### config.mk
export PLATFORM = sky130hd
export DESIGN_NAME = rbt_key_cmp
export DESIGN_NICKNAME = d
export VERILOG_FILES = /design/src/design/red_black_tree_engine_top_defines.svh /design/src/design/rbt_pkg.sv /design/src/design/rbt_key_cmp.sv
export SDC_FILE = /design/constraint.sdc
export NUM_CORES = 1
export LEC_CHECK = 0
export BUFFER_PORTS_ARGS = -buffer_cell sky130_fd_sc_hd__clkbuf_2
export CAP_MARGIN = 20
export CORE_AREA = 4 4 82 84
export DETAILED_ROUTE_END_ITERATION = 8
export DIE_AREA = 0 0 86 88
export PLACE_DENSITY = 0.92
export REMOVE_ABC_BUFFERS = 1
export SETUP_SLACK_MARGIN = 0.3
export SLEW_MARGIN = 5
export SYNTH_ARGS = -nofsm -noshare
export SYNTH_HDL_FRONTEND = slang
export SYNTH_SLANG_ARGS = --single-unit
### constraint.sdc
create_clock -name vclk -period 2.7
set_input_delay 0.27 -clock vclk [all_inputs]
set_output_delay 0.27 -clock vclk [all_outputs]
set_load 0.02 [all_outputs]
### src/design/red_black_tree_engine_top_defines.svh
// assertion helpers for the tree engine
`ifndef RED_BLACK_TREE_ENGINE_TOP_DEFINES_SVH
`define RED_BLACK_TREE_ENGINE_TOP_DEFINES_SVH

`define RBT_ASSERT_IMPL(lbl, clk, rst_n, a, c) \
  lbl: assert property (@(posedge clk) disable iff (!rst_n) (a) |-> (c)) \
    else $error("rbt check failed");

`define RBT_ASSERT_NEXT(lbl, clk, rst_n, a, c) \
  lbl: assert property (@(posedge clk) disable iff (!rst_n) (a) |=> (c)) \
    else $error("rbt check failed");

`endif

### src/design/rbt_pkg.sv
package rbt_pkg;
  localparam int MAX_NODES_DEF = 1024;
  localparam int KEY_WIDTH_DEF = 32;
  localparam int IDX_W = 11;
  localparam int OPC_W = 3;

  localparam logic [OPC_W-1:0] OP_INSERT = 3'd0;
  localparam logic [OPC_W-1:0] OP_SEARCH = 3'd1;
  localparam logic [OPC_W-1:0] OP_MIN    = 3'd2;
  localparam logic [OPC_W-1:0] OP_MAX    = 3'd3;
  localparam logic [OPC_W-1:0] OP_NEXT   = 3'd4;
  localparam logic [OPC_W-1:0] OP_PREV   = 3'd5;

  typedef enum logic [1:0] {
    CMP_LT,
    CMP_EQ,
    CMP_GT
  } cmp_res_t;

  typedef enum logic [5:0] {
    S_IDLE,
    S_INS_WR,
    S_DESC_RD,
    S_DESC_CMP,
    S_LINK,
    S_FIX_TEST,
    S_FIX_P,
    S_FIX_G,
    S_FIX_U,
    S_FIX_DECIDE,
    S_ROT_RD,
    S_ROT_RD2,
    S_ROT_W1,
    S_ROT_W2,
    S_ROT_W3,
    S_ROT_W4,
    S_ROT_W5,
    S_ROT_DONE,
    S_CASE3,
    S_CASE3_P,
    S_ROOT_BLK,
    S_WALK_RD,
    S_WALK_CHK,
    S_UP_RD,
    S_UP_CHK,
    S_SRCH_RD,
    S_SRCH_CMP,
    S_DONE
  } state_t;
endpackage

### src/design/rbt_key_cmp.sv
module rbt_key_cmp #(
  parameter int KEY_WIDTH = rbt_pkg::KEY_WIDTH_DEF
) (
  input  logic [KEY_WIDTH-1:0] a1,
  input  logic [KEY_WIDTH-1:0] a2,
  input  logic [KEY_WIDTH-1:0] a3,
  input  logic [KEY_WIDTH-1:0] b1,
  input  logic [KEY_WIDTH-1:0] b2,
  input  logic [KEY_WIDTH-1:0] b3,
  output rbt_pkg::cmp_res_t    res
);
  // signed lexicographic compare of three key parts
  always_comb begin
    if (a1 != b1) begin
      res = ($signed(a1) < $signed(b1)) ? rbt_pkg::CMP_LT : rbt_pkg::CMP_GT;
    end else if (a2 != b2) begin
      res = ($signed(a2) < $signed(b2)) ? rbt_pkg::CMP_LT : rbt_pkg::CMP_GT;
    end else if (a3 != b3) begin
      res = ($signed(a3) < $signed(b3)) ? rbt_pkg::CMP_LT : rbt_pkg::CMP_GT;
    end else begin
      res = rbt_pkg::CMP_EQ;
    end
  end
endmodule
==> results.toml <==
[outcome]
status = "finished clean"

[floorplanning]
die_x_um = 86
die_y_um = 88
die_area_um2 = 7570
initial_utilization = 0.416
num_rows = 28
pin_count = 194
core_area_um2 = 5920

[final_layout]
nFillCells = 505
num-clock-buffers = 0
n_antenna_cell = 0
layout_commonest_cell = "clkbuf_2"
seqCellArea_um2 = 0
instances_no_fill = 623
drive_gt1_frac = 0.418
area_growth_pct = 53.2
final_net_count = 838
design.seq.count = 0
final_cell_mix = "186 x clkbuf_2, 91 x inv_1, 86 x ha_1"

[timing]
min_period_ns = 2.52
fin_crit_sh = 0.933
max_slew_margin = 0.787
slew_viol_final = 0
hold_viol_final = 0
fmax_ghz = 0.397
setup_viol = 0
tightest_slew_ns = 0.319
rsz0062_at_grt = "true"
finalSetupTns_ns = 0

[global_routing]
grt_pass1_vias = 3250
antenna_found_initial = 0
grt_max_degree = 5
grt_pass1_wl_um = 13000
grt-ovfl-total = 0
grtUsageTotal = 0.205

[worst_setup_path]
path_class = "in -> out"
end_kind = "output pin"
worst_ep_arrival_time_ns = 2.25
cp_max_fo = 2
required_ns = 2.43
cp-start-kind = "primary input"

[synth]
synth_area_um2 = 2460
synthDistinctLibCells = 32
synth_compound_area_frac = 0.190
synthAdderAreaFrac = 0.487
ys_warn_count = 0
synthSimpleGateAreaFrac = 0.160
syn_avg_cell_area_um2 = 7.08
synth_top_family_by_area = "adder cells"
synth.area.mux_share = 0.00812
yosysSeqAreaShare = 0
syn_inst = 348
synth-xor-area-share = 0.00355

[placed_design]
place_congestion = 0.852
post-place-cells = 617
place_hpwl_um = 7530
port_buffers = 194

[routing]
ant_nets = 0
finalWirelength_um = 8290
drc = 0
drt_iter0_markers = 37
vias_per_cell = 5.03
wire_per_inst_um = 13.3
vias = 3132
dr.pass1.iters = 4

[min_path]
min_path_cells = 6
min_path_type = "in -> out"
min_to = "res[1]"
worstHoldStart = "a1[30]"

[pwr]
powerDensity_nw_per_um2 = 138
ir_drop_mv = 0.0768
p_leak_nw = 2.42

[clock_network]
holdBufCountCts = 0

[job]
max_cap_violations = 0
how the worst max path moves through the flow:
stage | startpoint | endpoint | depth (start not counted)
4_1_cts | b3[9] | res[1] | 12
3_3_place_gp | b3[14] | res[1] | 12
3_5_place_dp | b3[14] | res[1] | 12
2_1_floorplan | b3[14] | res[1] | 10
6_report | b3[11] | res[1] | 12
5_1_grt | b1[5] | res[1] | 12
routing by layer:
metal	track usage	part of all wire	vias up
li1	-	-	1615
met1	0.207	0.35	1350
met2	0.438	0.54	141
met3	0.0216	0.081	26
met4	0.0475	0.031	0
met5	0	0	-
per-stage QoR:
step           total power (W)  hold WS, ns  setup slack (ns)  instance area, um2  utilization
2_1_floorplan         0.000258         1.02             0.248                2460            -
3_3_place_gp          0.000445         1.20            0.0933                3530        0.596
5_1_grt               0.000598         1.24            0.0716                3780        0.638
3_5_place_dp          0.000474         1.23            0.0621                3530        0.596
6_report              0.000523         1.20             0.182                3780        0.638
4_1_cts               0.000506         1.22             0.168                3700        0.624
Yosys cell counts:
| cell type | n | share of area |
|---|---|---|
| o21bai_1 | 1 | 0.0030 |
| o311a_1 | 1 | 0.0041 |
| a211oi_1 | 4 | 0.012 |
| a221o_1 | 1 | 0.0041 |
| nor3_1 | 5 | 0.010 |
| or2_2 | 1 | 0.0025 |
| a22o_1 | 1 | 0.0036 |
| o31a_1 | 1 | 0.0036 |
| o2111ai_1 | 1 | 0.0036 |
| nand2b_1 | 4 | 0.010 |
| mux2i_1 | 2 | 0.0081 |
| a211o_1 | 1 | 0.0036 |
| o211ai_1 | 5 | 0.015 |
| nand4_1 | 22 | 0.056 |
| a21oi_2 | 1 | 0.0036 |
| a21oi_1 | 35 | 0.071 |
| ha_1 | 96 | 0.49 |
| a41oi_2 | 1 | 0.0066 |
| inv_1 | 99 | 0.15 |
| a221oi_1 | 1 | 0.0036 |
| xor2_1 | 1 | 0.0036 |
| nor2_1 | 10 | 0.015 |
| a21o_1 | 10 | 0.030 |
| nor4_1 | 2 | 0.0051 |
| nor2b_1 | 2 | 0.0051 |
| and4_1 | 1 | 0.0036 |
| or4_4 | 1 | 0.0046 |
| and2_1 | 1 | 0.0025 |
| o21ai_0 | 9 | 0.018 |
| nand2_1 | 18 | 0.027 |
| a2111oi_0 | 1 | 0.0036 |
| nand3_1 | 9 | 0.018 |
worst max-delay path, stage by stage:
cell and delay [ns]:
buf_6 0.08, inv_4 0.03, ha_4 0.25, nand4_1 0.12, or4_4 0.56, a21oi_2 0.11
o31a_1 0.14, nor2_1 0.05, xor2_1 0.18, a41oi_2 0.15, mux2i_1 0.14, buf_4 0.16
layout make-up:
class,instances,area [um2],area share
inverters,99,374,0.0990
multi-input cells,249,2250,0.597
well taps,75,93.8,0.0248
repair buffers,200,1060,0.280
kinds of logic (layout without fill, tap and decap cells):
kind of cell / Yosys count / in the layout
buf+inv: 99 / 299
fa+ha+maj: 96 / 96
simple gates: 76 / 76
compound gates: 74 / 74
mux: 2 / 2
xor+xnor: 1 / 1
timing repair:
action / 4_1_cts / 5_1_grt
pin swaps: 14 / 14
gates cloned: 0 / 0
buffers inserted: 5 / 1
resized for setup: 19 / 20
setup endpoints to repair: 1 / 2
power by group:
part           total (W)  internal [W]  switching, W
clock                  0             0             0
sequential             0             0             0
combinational   0.000523      0.000279      0.000244
total           0.000523      0.000279      0.000244
No activity file was read; power rests on OpenSTA's default activity.
